==> src/sv/rrip_front.sv <==
`default_nettype none
module rrip_front #(
  parameter int SETS        = 64,
  parameter int BLOCK_BYTES = 64,
  parameter int OFF_W       = $clog2(BLOCK_BYTES),
  parameter int SET_B       = (SETS > 1) ? $clog2(SETS) : 0,
  parameter int IDX_W       = (SET_B > 0) ? SET_B : 1,
  parameter int TAG_W       = 32 - OFF_W - SET_B
) (
  input  wire logic             clk,
  input  wire logic             rst,
  input  wire logic             en,       // low during the clearing pass
  input  wire logic             s_tvalid,
  output logic                  s_tready,
  input  wire logic [31:0]      s_tdata,
  output logic                  q_valid,
  input  wire logic             q_pop,
  output logic      [TAG_W-1:0] q_tag,
  output logic      [IDX_W-1:0] q_idx
);

  // two-entry request queue
  logic [TAG_W-1:0] ent_tag [2];
  logic [IDX_W-1:0] ent_idx [2];
  logic             wr_ptr;
  logic             rd_ptr;
  logic [1:0]       cnt;
  logic             push;
  logic [TAG_W-1:0] in_tag;
  logic [IDX_W-1:0] in_idx;

  assign in_tag   = s_tdata[31 -: TAG_W];
  assign in_idx   = (SET_B == 0) ? '0 : s_tdata[OFF_W +: IDX_W];
  assign s_tready = en && (cnt != 2'd2);
  assign push     = s_tvalid && s_tready;
  assign q_valid  = (cnt != 2'd0);
  assign q_tag    = ent_tag[rd_ptr];
  assign q_idx    = ent_idx[rd_ptr];

  always_ff @(posedge clk) begin
    if (push) begin
      ent_tag[wr_ptr] <= in_tag;
      ent_idx[wr_ptr] <= in_idx;
    end
  end

  always_ff @(posedge clk) begin
    if (rst) begin
      wr_ptr <= 1'b0;
      rd_ptr <= 1'b0;
      cnt    <= 2'd0;
    end else begin
      if (push) begin
        wr_ptr <= ~wr_ptr;
      end
      if (q_pop) begin
        rd_ptr <= ~rd_ptr;
      end
      unique case ({push, q_pop})
        2'b10:   cnt <= cnt + 2'd1;
        2'b01:   cnt <= cnt - 2'd1;
        default: cnt <= cnt;
      endcase
    end
  end

endmodule
`default_nettype wire

==> config.mk <==
export PLATFORM = sky130hd
export DESIGN_NAME = rrip_front
export DESIGN_NICKNAME = d
export VERILOG_FILES = /design/src/sv/rrip_front.sv
export SDC_FILE = /design/constraint.sdc
export NUM_CORES = 1
export LEC_CHECK = 0
export BUFFER_PORTS_ARGS = -buffer_cell sky130_fd_sc_hd__buf_4
export CAP_MARGIN = 30
export CORE_ASPECT_RATIO = 0.5
export CORE_MARGIN = 2
export CORE_UTILIZATION = 54
export DETAILED_ROUTE_END_ITERATION = 12
export MAX_ROUTING_LAYER = met4
export PLACE_DENSITY = 0.84
export SLEW_MARGIN = 10
export SYNTH_ARGS = -nofsm -noshare
export SYNTH_HDL_FRONTEND = slang
export SYNTH_SLANG_ARGS = --single-unit
==> constraint.sdc <==
create_clock -name clk -period 4.8 [get_ports clk]
set_input_delay 0 -clock clk [delete_from_list [all_inputs] [get_ports clk]]
set_output_delay 0 -clock clk [all_outputs]
set_load 0.02 [all_outputs]
## After elaboration in Yosys (flattened, before gate mapping)

Memories as Yosys holds them, arrays and structs flattened. A register that Yosys moved wholly into a read port is not among the register bits.
Cells that the tools add are included.

| cells by class | value |
|---|---|
| $add $sub $neg | 2 |
| eq/ne operators | 3 |
| mux-type cells | 7 |
| bitwise operators | 2 |
| reduce and logical (&&, ||, !) cells | 4 |

Operators by type and width:

| operator | count |
|---|---|
| $mux 1 | 6 |
| $pmux 2 s2 | 1 |
| $reduce_bool 2->1 | 2 |
| $add 2x1->2 const B | 1 |
| $eq 2x1->1 const B | 1 |
| $eq 2x2->1 const B | 1 |
| $logic_and 1x1->1 | 2 |
| $ne 2x2->1 const B | 1 |
| $not 1->1 | 2 |
| $sub 2x1->2 const B | 1 |

| word-level totals | value |
|---|---|
| register bits | 4 |
| bits in writable memories | 52 |
| output and inout port bits | 28 |
| word-level logic and storage cells | 23 |
| memories | 2 |

Memories:

| memory | depth | width | rd ports | clocked after Yosys merged registers in | wr ports | line | text |
|---|---|---|---|---|---|---|---|
| ent_tag | 2 | 20 | 1 | 1 | 1 | 23 | `logic [TAG_W-1:0] ent_tag [2];` |
| ent_idx | 2 | 6 | 1 | 1 | 1 | 24 | `logic [IDX_W-1:0] ent_idx [2];` |

## Logic depth before layout (Yosys ltp)

Gate-level depths: netlist of the first run.

| logic depth | value |
|---|---|
| depth in word-level cells | 5 |
| mapped depth | 6 |
| depth with buffers taken out | 6 |

## Worst setup path before layout of the first run

OpenSTA, ideal clock, no wires.

| timing path | value |
|---|---|
| kind | reg2reg |
| from | register cnt[0] |
| to | memory ent_idx[0][0] (netlist name), enable pin |
| arrival | 1.728 ns |
| required time | 4.391 ns |
| setup slack | 2.663 ns |
| stages on the path, launching flop included | 4 |
| path buffers | 0 |
| clock period less this slack | 2.137 ns |
| cell sequence | dfxtp_1 nand2b_1 nand3_1 nor2_1 |

| between the ends | value |
|---|---|
| cells in the longest elaborated chain, start to end | 5 |

RTL lines:

| element | line | text |
|---|---|---|
| from (decl) | 27 | `logic [1:0] cnt;` |
| from (signal assigned) | 60 | `2'b10: cnt <= cnt + 2'd1;` |
| from (signal assigned) | 61 | `2'b01: cnt <= cnt - 2'd1;` |
| from (signal assigned) | 62 | `default: cnt <= cnt;` |
| $ne 2x2->1 | 34 | `assign s_tready = en && (cnt != 2'd2);` |
| $logic_and 1x1->1 | 34 |  |
| $logic_and 1x1->1 | 35 | `assign push = s_tvalid && s_tready;` |
| $mux 1 | 41 | `if (push) begin` |
| $mux 1 (not written as such) | 43 | `ent_idx[wr_ptr] <= in_idx;` |
| to (decl) | 24 |  |

No other way between the ends.

## Worst setup path in the final report of the first run

| timing path | value |
|---|---|
| from | register cnt[0] |
| to | memory ent_tag[1][13] (netlist name), enable pin |

| between the ends | value |
|---|---|
| cells in the longest elaborated chain, start to end | 5 |

RTL lines:

| element | line | text |
|---|---|---|
| $ne 2x2->1 | 34 |  |
| $logic_and 1x1->1 | 34 |  |
| $logic_and 1x1->1 | 35 |  |
| $mux 1 | 41 |  |
| $mux 1 (not written as such) | 42 | `ent_tag[wr_ptr] <= in_tag;` |
| to (decl) | 23 |  |

No other way between the ends.

==> flow_metrics.tcl, run 1 <==
set metrics [dict create \
    postCtsHoldBufs 28 \
    synth_warnings 0 \
    ys_seq_elements 57 \
    syn_inst 105 \
    vias_per_cell 4.99 \
    antenna_found_initial 0 \
    path_buf_inv 1 \
    pre_cts_ws_ns 3.07 \
    coreArea_mm2 0.00357 \
    cts.sinks 57 \
    cts_buffers 9 \
    cp_cell_sequence "nand2b_1 > and2_1 > and3_1 > buf_16" \
    post-dp-hpwl_mm 2.37 \
    layoutNonFillerInstCount 258 \
    overflow 0 \
    reg2reg_from "cnt[0]" \
    ys_types 18 \
    via_count 1288 \
    maxCapViolCount 0 \
    grt_pass1_wl_mm 7.44 \
    holdCritPathClass "primary input to flip-flop" \
    cp_max_fo 17 \
    setup_viol 0 \
    hold_viol 0 \
    syn_area_per_cell_um2 19.9 \
    area_growth_pct 49.6 \
    slowest_stage "and3_1" \
    p_clk_share_pct 37.9 \
    clock_skew_ns 0.00780 \
    cts_root_buffer "clkbuf_8" \
    ys_seq_area_share_pct 79.4 \
    cp_top_family "simple AND/OR/NAND/NOR gates" \
    finalPower_w 0.00125 \
    yosys.area_share.simple_pct 2.93 \
    hp-start "en" \
    ir_drop_mv 0.366 \
    max_freq_mhz 531 \
    power_density_mw_per_mm2 401 \
    final_common_cell "buf_4" \
    drt_first_pass_iters 4 \
    synth_fa_ha_area_share_pct 0.598 \
    h-tree-depth 3 \
    fin_ws_ns 2.92 \
    dieArea_mm2 0.00442 \
    synth_compound_area_share_pct 0.478 \
    setup_tns_ns 0 \
    syn-cell-area_mm2 0.00209 \
    cts_tree "yes" \
    outcome "finished clean" \
    die_x_um 92.1 \
    dr_wl_met3_um 210 \
    antenna_cells 0 \
    io_buffer_count 58 \
    wl_per_cell_um 19.2 \
    wirelength_mm 4.96 \
    path_clk_slew_ns 0.06 \
    synthXorXnorAreaFrac_pct 1.26 \
    grt_start_max_net_pins 27 \
    slew_violations 0 \
    top_layer "met4" \
    fin_crit_sh_pct 39.2 \
    intPower_w 0.000960 \
    met2_wirelength_mm 2.68 \
    clk_path_buf_depth 2 \
    seq_power_share_pct 46.8 \
    initial_core_util_pct 58.7 \
    fp-row-count 15 \
    synth_top_family_by_area "multiplexers" \
    pwr-share-comb_pct 15.4 \
    critPathCaptureType "flip-flop" \
    swShare_pct 23.4 \
    grt_pass1_vias 1341 \
    critPathLaunchType "flip-flop" \
    drtIter0Drc 50 \
    layout_common_cells "buf_4 (59), edfxtp_1 (52), dlygate4sd3_1 (28)" \
    fin_nets 240 \
    critPathMaxStageDelay_ns 0.57 \
    fin_crit_ns 1.88 \
    p_sw_w 0.000294 \
    drive_above_1_share_pct 50.7 \
    crit_start "cnt[0]" \
    path_class "flip-flop to flip-flop" \
    drtAntennaViolNets 0 \
    track_usage_pct 26.0 \
    slew_headroom_pct 54.2 \
    io_pins 65 \
    tightest_slew_ns 0.686 \
    wl_met1_mm 1.97 \
    gp_congestion 0.709 \
    crit_required_ns 4.83 \
    synthMuxAreaShare_pct 14.5 \
    leakagePower_nw 1.20 \
    place_inst 214 \
    clk_latency_ns 0.33 \
    rsz0062_at_grt "no" \
    die_h_um 48.0 \
    ctsResizeCount 0 \
    arrival_ns 1.91 \
    cts_setup_buffers 0 \
    route.detailed.drc 0 \
    synth.net_count 143 \
    holdWs_ns 0.147 \
]
## worst register-to-register path, stage by stage, from the launching register on
cell,delay [ns]
dfxtp_1,0.42
nand2b_1,0.17
and2_1,0.19
and3_1,0.57
buf_16,0.24
## cell type report
type	count	area [um^2]
Timing Repair Buffer	89	778
Fill cell	150	435
Multi-Input combinational cell	45	417
Clock inverter	6	82.6
Tap cell	51	63.8
Clock buffer	10	128
Sequential cell	57	1660
## flip-flops by register name, summed over array words and instances (netlist names), named ones only
name / flops
ent_tag: 40
rd_ptr: 1
wr_ptr: 1
cnt: 2
ent_idx: 12
## worst paths after layout
check / endpoint / depth (start not counted) / slack [ns]
hold reg to reg: flip-flop / 2 / 0.53
setup / recovery: ent_tag[1][13] / 4 / 2.92
hold / removal: wr_ptr / 3 / 0.15
setup reg to reg: ent_tag[1][13] / 4 / 2.92
## cells in the mapped netlist, drive strengths merged
cell | number | share of area [%]
ha | 1 | 0.60
or2 | 1 | 0.30
nor2b | 1 | 0.30
buf | 3 | 0.84
xnor2 | 2 | 0.84
and3 | 1 | 0.30
nor2 | 5 | 0.90
a21oi | 1 | 0.24
edfxtp | 52 | 75
mux2 | 27 | 15
nand3 | 1 | 0.24
or3 | 1 | 0.30
o21ai | 1 | 0.24
nand2b | 1 | 0.30
dfxtp | 5 | 4.8
xor2 | 1 | 0.42
and2 | 1 | 0.30
## per-layer routing
layer | vias up | track usage [%]
met5 | - | -
met4 | 0 | 10.7
met3 | 12 | 8.35
met2 | 42 | 48.4
met1 | 638 | 27.1
li1 | 596 | -
## power by group through the flow
| stage | clock network, W | registers, W | logic, W |
|---|---|---|---|
| global placement | 0 | 0.000597 | 0.000150 |
| detailed placement | 0 | 0.000594 | 0.000165 |
| finish | 0.000475 | 0.000586 | 0.000193 |
| CTS | 0.000468 | 0.000584 | 0.000185 |
| floorplan | 0 | 0.000588 | 0.0000933 |
| global route | 0.000502 | 0.000589 | 0.000202 |
## stage by stage
stage / area, um^2 / utilization [%]
floorplan: 2090 / -
global placement: 2580 / 72.5
detailed placement: 2640 / 74.0
CTS: 3130 / 87.8
global route: 3130 / 87.8
finish: 3130 / 87.8
## kinds of logic after synthesis
| family | Yosys count |
|---|---|
| multiplexers | 27 |
| AO/OA/AOI/OAI | 2 |
| XOR/XNOR | 3 |
| buffers and inverters | 3 |
| adder cells (fa/ha/maj) | 1 |
| flip-flops | 57 |
| AND/OR/NAND/NOR | 12 |
(Power assumes the default switching activity.)
==> run 2, diff against run 1 <==
- CORE_UTILIZATION: 54 -> 50
- PLACE_DENSITY: 0.84 -> 0.78
- clock period: 4.8 -> 1.82 ns (I/O delays scaled with it)
==> run 2 against run 1 <==
  * Total power rose to 2.7 times the previous value
  * Hold slack worse by 0.044 ns
  * Combinational power rose to 2.6 times the previous value
==> flow_metrics.tcl, run 2 (synthesized netlist as in run 1, its figures left out) <==
set metrics [dict create \
    slew_headroom_pct 77.8 \
    path_class "flip-flop to flip-flop" \
    ir_drop_mv 0.941 \
    via_count 1232 \
    final_common_cell "buf_4" \
    hold_viol 0 \
    power_density_mw_per_mm2 1090 \
    utilization_pct 80.0 \
    finalPower_w 0.00345 \
    tightest_slew_ns 0.333 \
    coreArea_mm2 0.00396 \
    leakagePower_nw 1.22 \
    antenna_cells 0 \
    grt_pass1_wl_mm 6.27 \
    clk_path_buf_depth 2 \
    cts.sinks 57 \
    die_h_um 49.8 \
    die_x_um 95.5 \
    initial_core_util_pct 52.8 \
    drive_above_1_share_pct 51.7 \
    fin_crit_sh_pct 87.3 \
    fin_crit_ns 1.59 \
    rsz0062_at_grt "no" \
    place_inst 218 \
    area_growth_pct 51.5 \
    route.detailed.drc 0 \
    outcome "finished clean" \
    wl_per_cell_um 14.9 \
    layoutNonFillerInstCount 263 \
    fin_nets 242 \
    cts_setup_buffers 0 \
    crit_required_ns 2.08 \
    io_buffer_count 58 \
    final_design_area_no_fill_mm2 0.00317 \
    top_regs "ent_tag: 40 flops, ent_idx: 12 flops, cnt: 2 flops" \
    track_usage_pct 19.4 \
    fp-row-count 16 \
    io_pins 65 \
    ctsResizeCount 0 \
    largest_register "ent_tag" \
    drt_first_pass_iters 4 \
    postCtsHoldBufs 29 \
    maxCapViolCount 0 \
    cp_max_fo 4 \
    clock_skew_ns 0.00518 \
    wirelength_mm 3.91 \
    cts_tree "yes" \
    overflow 0 \
    arrival_ns 1.85 \
    slew_violations 0 \
    dieArea_mm2 0.00475 \
    gp_congestion 0.691 \
    vias_per_cell 4.68 \
    cts_buffers 9 \
    postPlaceCellArea_mm2 0.00264 \
    drtAntennaViolNets 0 \
    post-dp-hpwl_mm 2.34 \
    setup_tns_ns 0 \
    critPathCaptureType "flip-flop" \
    drtIter0Drc 31 \
    max_freq_mhz 630 \
    grt_start_max_net_pins 27 \
    path_clk_slew_ns 0.06 \
    fillers 236 \
    critPathLaunchType "flip-flop" \
    clk_latency_ns 0.33 \
    setup_viol 0 \
    h-tree-depth 3 \
    antenna_found_initial 0 \
    largest_reg_flops 40 \
    layout_common_cells "buf_4 (60), edfxtp_1 (52), dlygate4sd3_1 (29)" \
    cts_root_buffer "clkbuf_8" \
    holdCritPathClass "primary input to flip-flop" \
    grt_pass1_vias 1443 \
]
run 2: path summary, 6_finish.rpt:
check,from,depth (start not counted),slack (ns),to
hold reg to reg,cnt[1],2,0.51,cnt[1]
setup reg to reg,cnt[0],5,0.23,cnt[1]
setup / recovery,cnt[0],5,0.23,cnt[1]
hold / removal,en,3,0.10,wr_ptr
run 2: critical path: stages, from the launching register on:
cell and delay, ns:
dfxtp_1 0.39, nand2b_1 0.14, nand3_1 0.14, ha_1 0.35, or3_1 0.36, a21oi_1 0.14
run 2: metrics by stage:
step | worst slack [ns] | hold WS [ns]
after detailed placement | 0.249 | 0.188
final | 0.232 | 0.103
after global placement | 0.311 | 0.185
after floorplan | 0.100 | 0.0691
after CTS | 0.226 | 0.0880
after global routing | 0.109 | 0.112
run 2: cell type report:
| class | count | area, um^2 | share of cell area, % |
|---|---|---|---|
| flip-flops and latches | 57 | 1660 | 52.4 |
| repair buffers | 91 | 781 | 24.6 |
| multi-input cells | 45 | 418 | 13.2 |
| clock buffers | 10 | 138 | 4.34 |
| clock inverters | 6 | 105 | 3.31 |
| well taps | 54 | 67.6 | 2.13 |
run 2: where the power goes:
| group | internal, W | switching, W |
|---|---|---|
| combinational | 0.000264 | 0.000230 |
| sequential | 0.00151 | 0.0000236 |
| clock | 0.000939 | 0.000484 |
run 2: per-layer routing:
metal / wire, um / up-vias / track usage, %
met1: 1530 / 592 / 18.3
li1: - / 602 / -
met2: 2140 / 34 / 35.0
met5: 0 / - / -
met4: 24 / 0 / 5.00
met3: 217 / 4 / 9.94
==> run 3, diff against run 2 <==
- CORE_MARGIN: 2 -> 10
- CORE_UTILIZATION: 50 -> 54
- PLACE_DENSITY: 0.78 -> 0.84
- clock period: 1.82 -> 2.04 ns (I/O delays scaled with it)
==> run 3 against run 2 <==
  * Count of clock-buffer cells in the layout is 2 higher
  * First-iteration DRC count increased by 68%
  * Via count grew 2.7%
  * Combinational power fell by 14%
  * Cell area is 3.5% lower
==> flow_metrics.tcl, run 3 (synthesized netlist as in run 1, its figures left out) <==
set metrics [dict create \
    path_clk_slew_ns 0.06 \
    r2r_cells 5 \
    fillers 161 \
    fin_crit_ns 1.65 \
    setup_viol 0 \
    critPathCaptureType "primary output" \
    ir_drop_mv 0.698 \
    io_buffer_count 58 \
    final_design_area_no_fill_mm2 0.00306 \
    cts_buffers 9 \
    seq_area_mm2 0.00166 \
    drt_first_pass_iters 4 \
    slew_violations 0 \
    post-dp-hpwl_mm 2.69 \
    largest_reg_flops 40 \
    drive_above_1_share_pct 49.3 \
    layout_common_cells "buf_4 (61), edfxtp_1 (52), dlygate4sd3_1 (28)" \
    wl_per_cell_um 17.0 \
    clk_path_buf_depth 2 \
    antenna_cells 0 \
    clk_latency_ns 0.32 \
    r2r_slack_ns 0.44 \
    final_common_cell "buf_4" \
    fp-row-count 15 \
    coreArea_mm2 0.00358 \
    postPlaceCellArea_mm2 0.00260 \
    grt_pass1_wl_mm 6.74 \
    setup_tns_ns 0 \
    via_count 1265 \
    top_regs "ent_tag: 40 flops, ent_idx: 12 flops, cnt: 2 flops" \
    fin_ws_ns 0.388 \
    finalPower_w 0.00275 \
    cts_root_buffer "clkbuf_8" \
    multi_input_area_um2 417 \
    arrival_ns 1.65 \
    min_to "wr_ptr" \
    wirelength_mm 4.38 \
    route.detailed.drc 0 \
    power_density_mw_per_mm2 899 \
    drtAntennaViolNets 0 \
    grt_pass1_vias 1401 \
    clock_skew_ns 0.00285 \
    cp_max_fo 22 \
    largest_register "ent_tag" \
    tightest_slew_ns 0.354 \
    hold_viol 0 \
    maxCapViolCount 0 \
    track_usage_pct 13.3 \
    antenna_found_initial 0 \
    drtIter0Drc 52 \
    rsz0062_at_grt "no" \
    initial_core_util_pct 58.4 \
    slew_headroom_pct 76.4 \
    leakagePower_nw 1.17 \
    area_growth_pct 46.1 \
    reg2reg_to "cnt[1]" \
    die_x_um 108 \
    path_class "flip-flop to primary output" \
    cts_tree "yes" \
    cts_setup_buffers 0 \
    grt_start_max_net_pins 27 \
    die_h_um 64.0 \
    vias_per_cell 4.90 \
    gp_congestion 0.696 \
    io_pins 65 \
    holdPathStages 3 \
    cts.sinks 57 \
    dieArea_mm2 0.00692 \
    max_freq_mhz 605 \
    reg2reg_from "cnt[0]" \
    fin_nets 240 \
    holdCritPathClass "primary input to flip-flop" \
    critPathLaunchType "flip-flop" \
    hp-start "en" \
    outcome "finished clean" \
    h-tree-depth 3 \
    overflow 0 \
    pre_cts_ws_ns 0.475 \
    crit_required_ns 2.04 \
    fin_crit_sh_pct 81.0 \
]
-- run 3: cell types whose count changed in the layout (fill, tap and decap cells not counted), sizes merged --
cell / before / now
buf: 62 / 61
clkbuf: 10 / 12
bufinv: 3 / 1
dlygate4sd3: 29 / 28
-- run 3: area by class of cell --
class,count,share of cell area (%)
Timing Repair Buffer,89,24.1
Sequential cell,57,54.3
Tap cell,51,2.09
Multi-Input combinational cell,45,13.6
Clock inverter,4,1.43
Clock buffer,12,4.42
-- run 3: timing repair --
item,CTS,global route
hold buffers,28,0
hold endpoints to repair,56,0
resized for setup,0,0
-- run 3: power breakdown --
group          internal [W]  switching, W  leakage (nW)
Combinational      0.000224      0.000204         0.562
Clock              0.000557      0.000398        0.0918
Sequential          0.00134     0.0000254         0.518
Total               0.00212      0.000627          1.17
-- run 3: per-layer routing --
metal	part of all wire, %	routed length, um	track usage (%)
met5	0	0	-
met4	2.4	105	6.13
met3	4.9	215	5.00
met2	56	2460	24.3
met1	37	1600	12.1
-- run 3: critical path, cell delays in order, from the launching register on --
cell and delay (ns):
dfxtp_1 0.43, buf_4 0.33, mux2_2 0.39, buf_4 0.17
-- run 3: through the flow --
step                      instances  utilization, %  hold WS (ns)
after floorplan                 105               -        0.0691
after global placement          214            72.5         0.185
after detailed placement        214            72.5         0.188
after CTS                       258            85.3         0.100
after global routing            258            85.3         0.146
final                           258            85.3         0.125
-- run 3: worst max path at each step --
| stage | start | to | slack, ns | cells past startpoint |
|---|---|---|---|---|
| after floorplan | cnt[0] | ent_idx[1][0] | 0.18 | 3 |
| after global placement | cnt[0] | cnt[1] | 0.52 | 5 |
| after detailed placement | cnt[0] | cnt[1] | 0.48 | 5 |
| after CTS | flip-flop | q_tag[11] | 0.40 | 3 |
| after global routing | flip-flop | q_tag[19] | 0.32 | 3 |
| final | flip-flop | q_tag[19] | 0.39 | 3 |
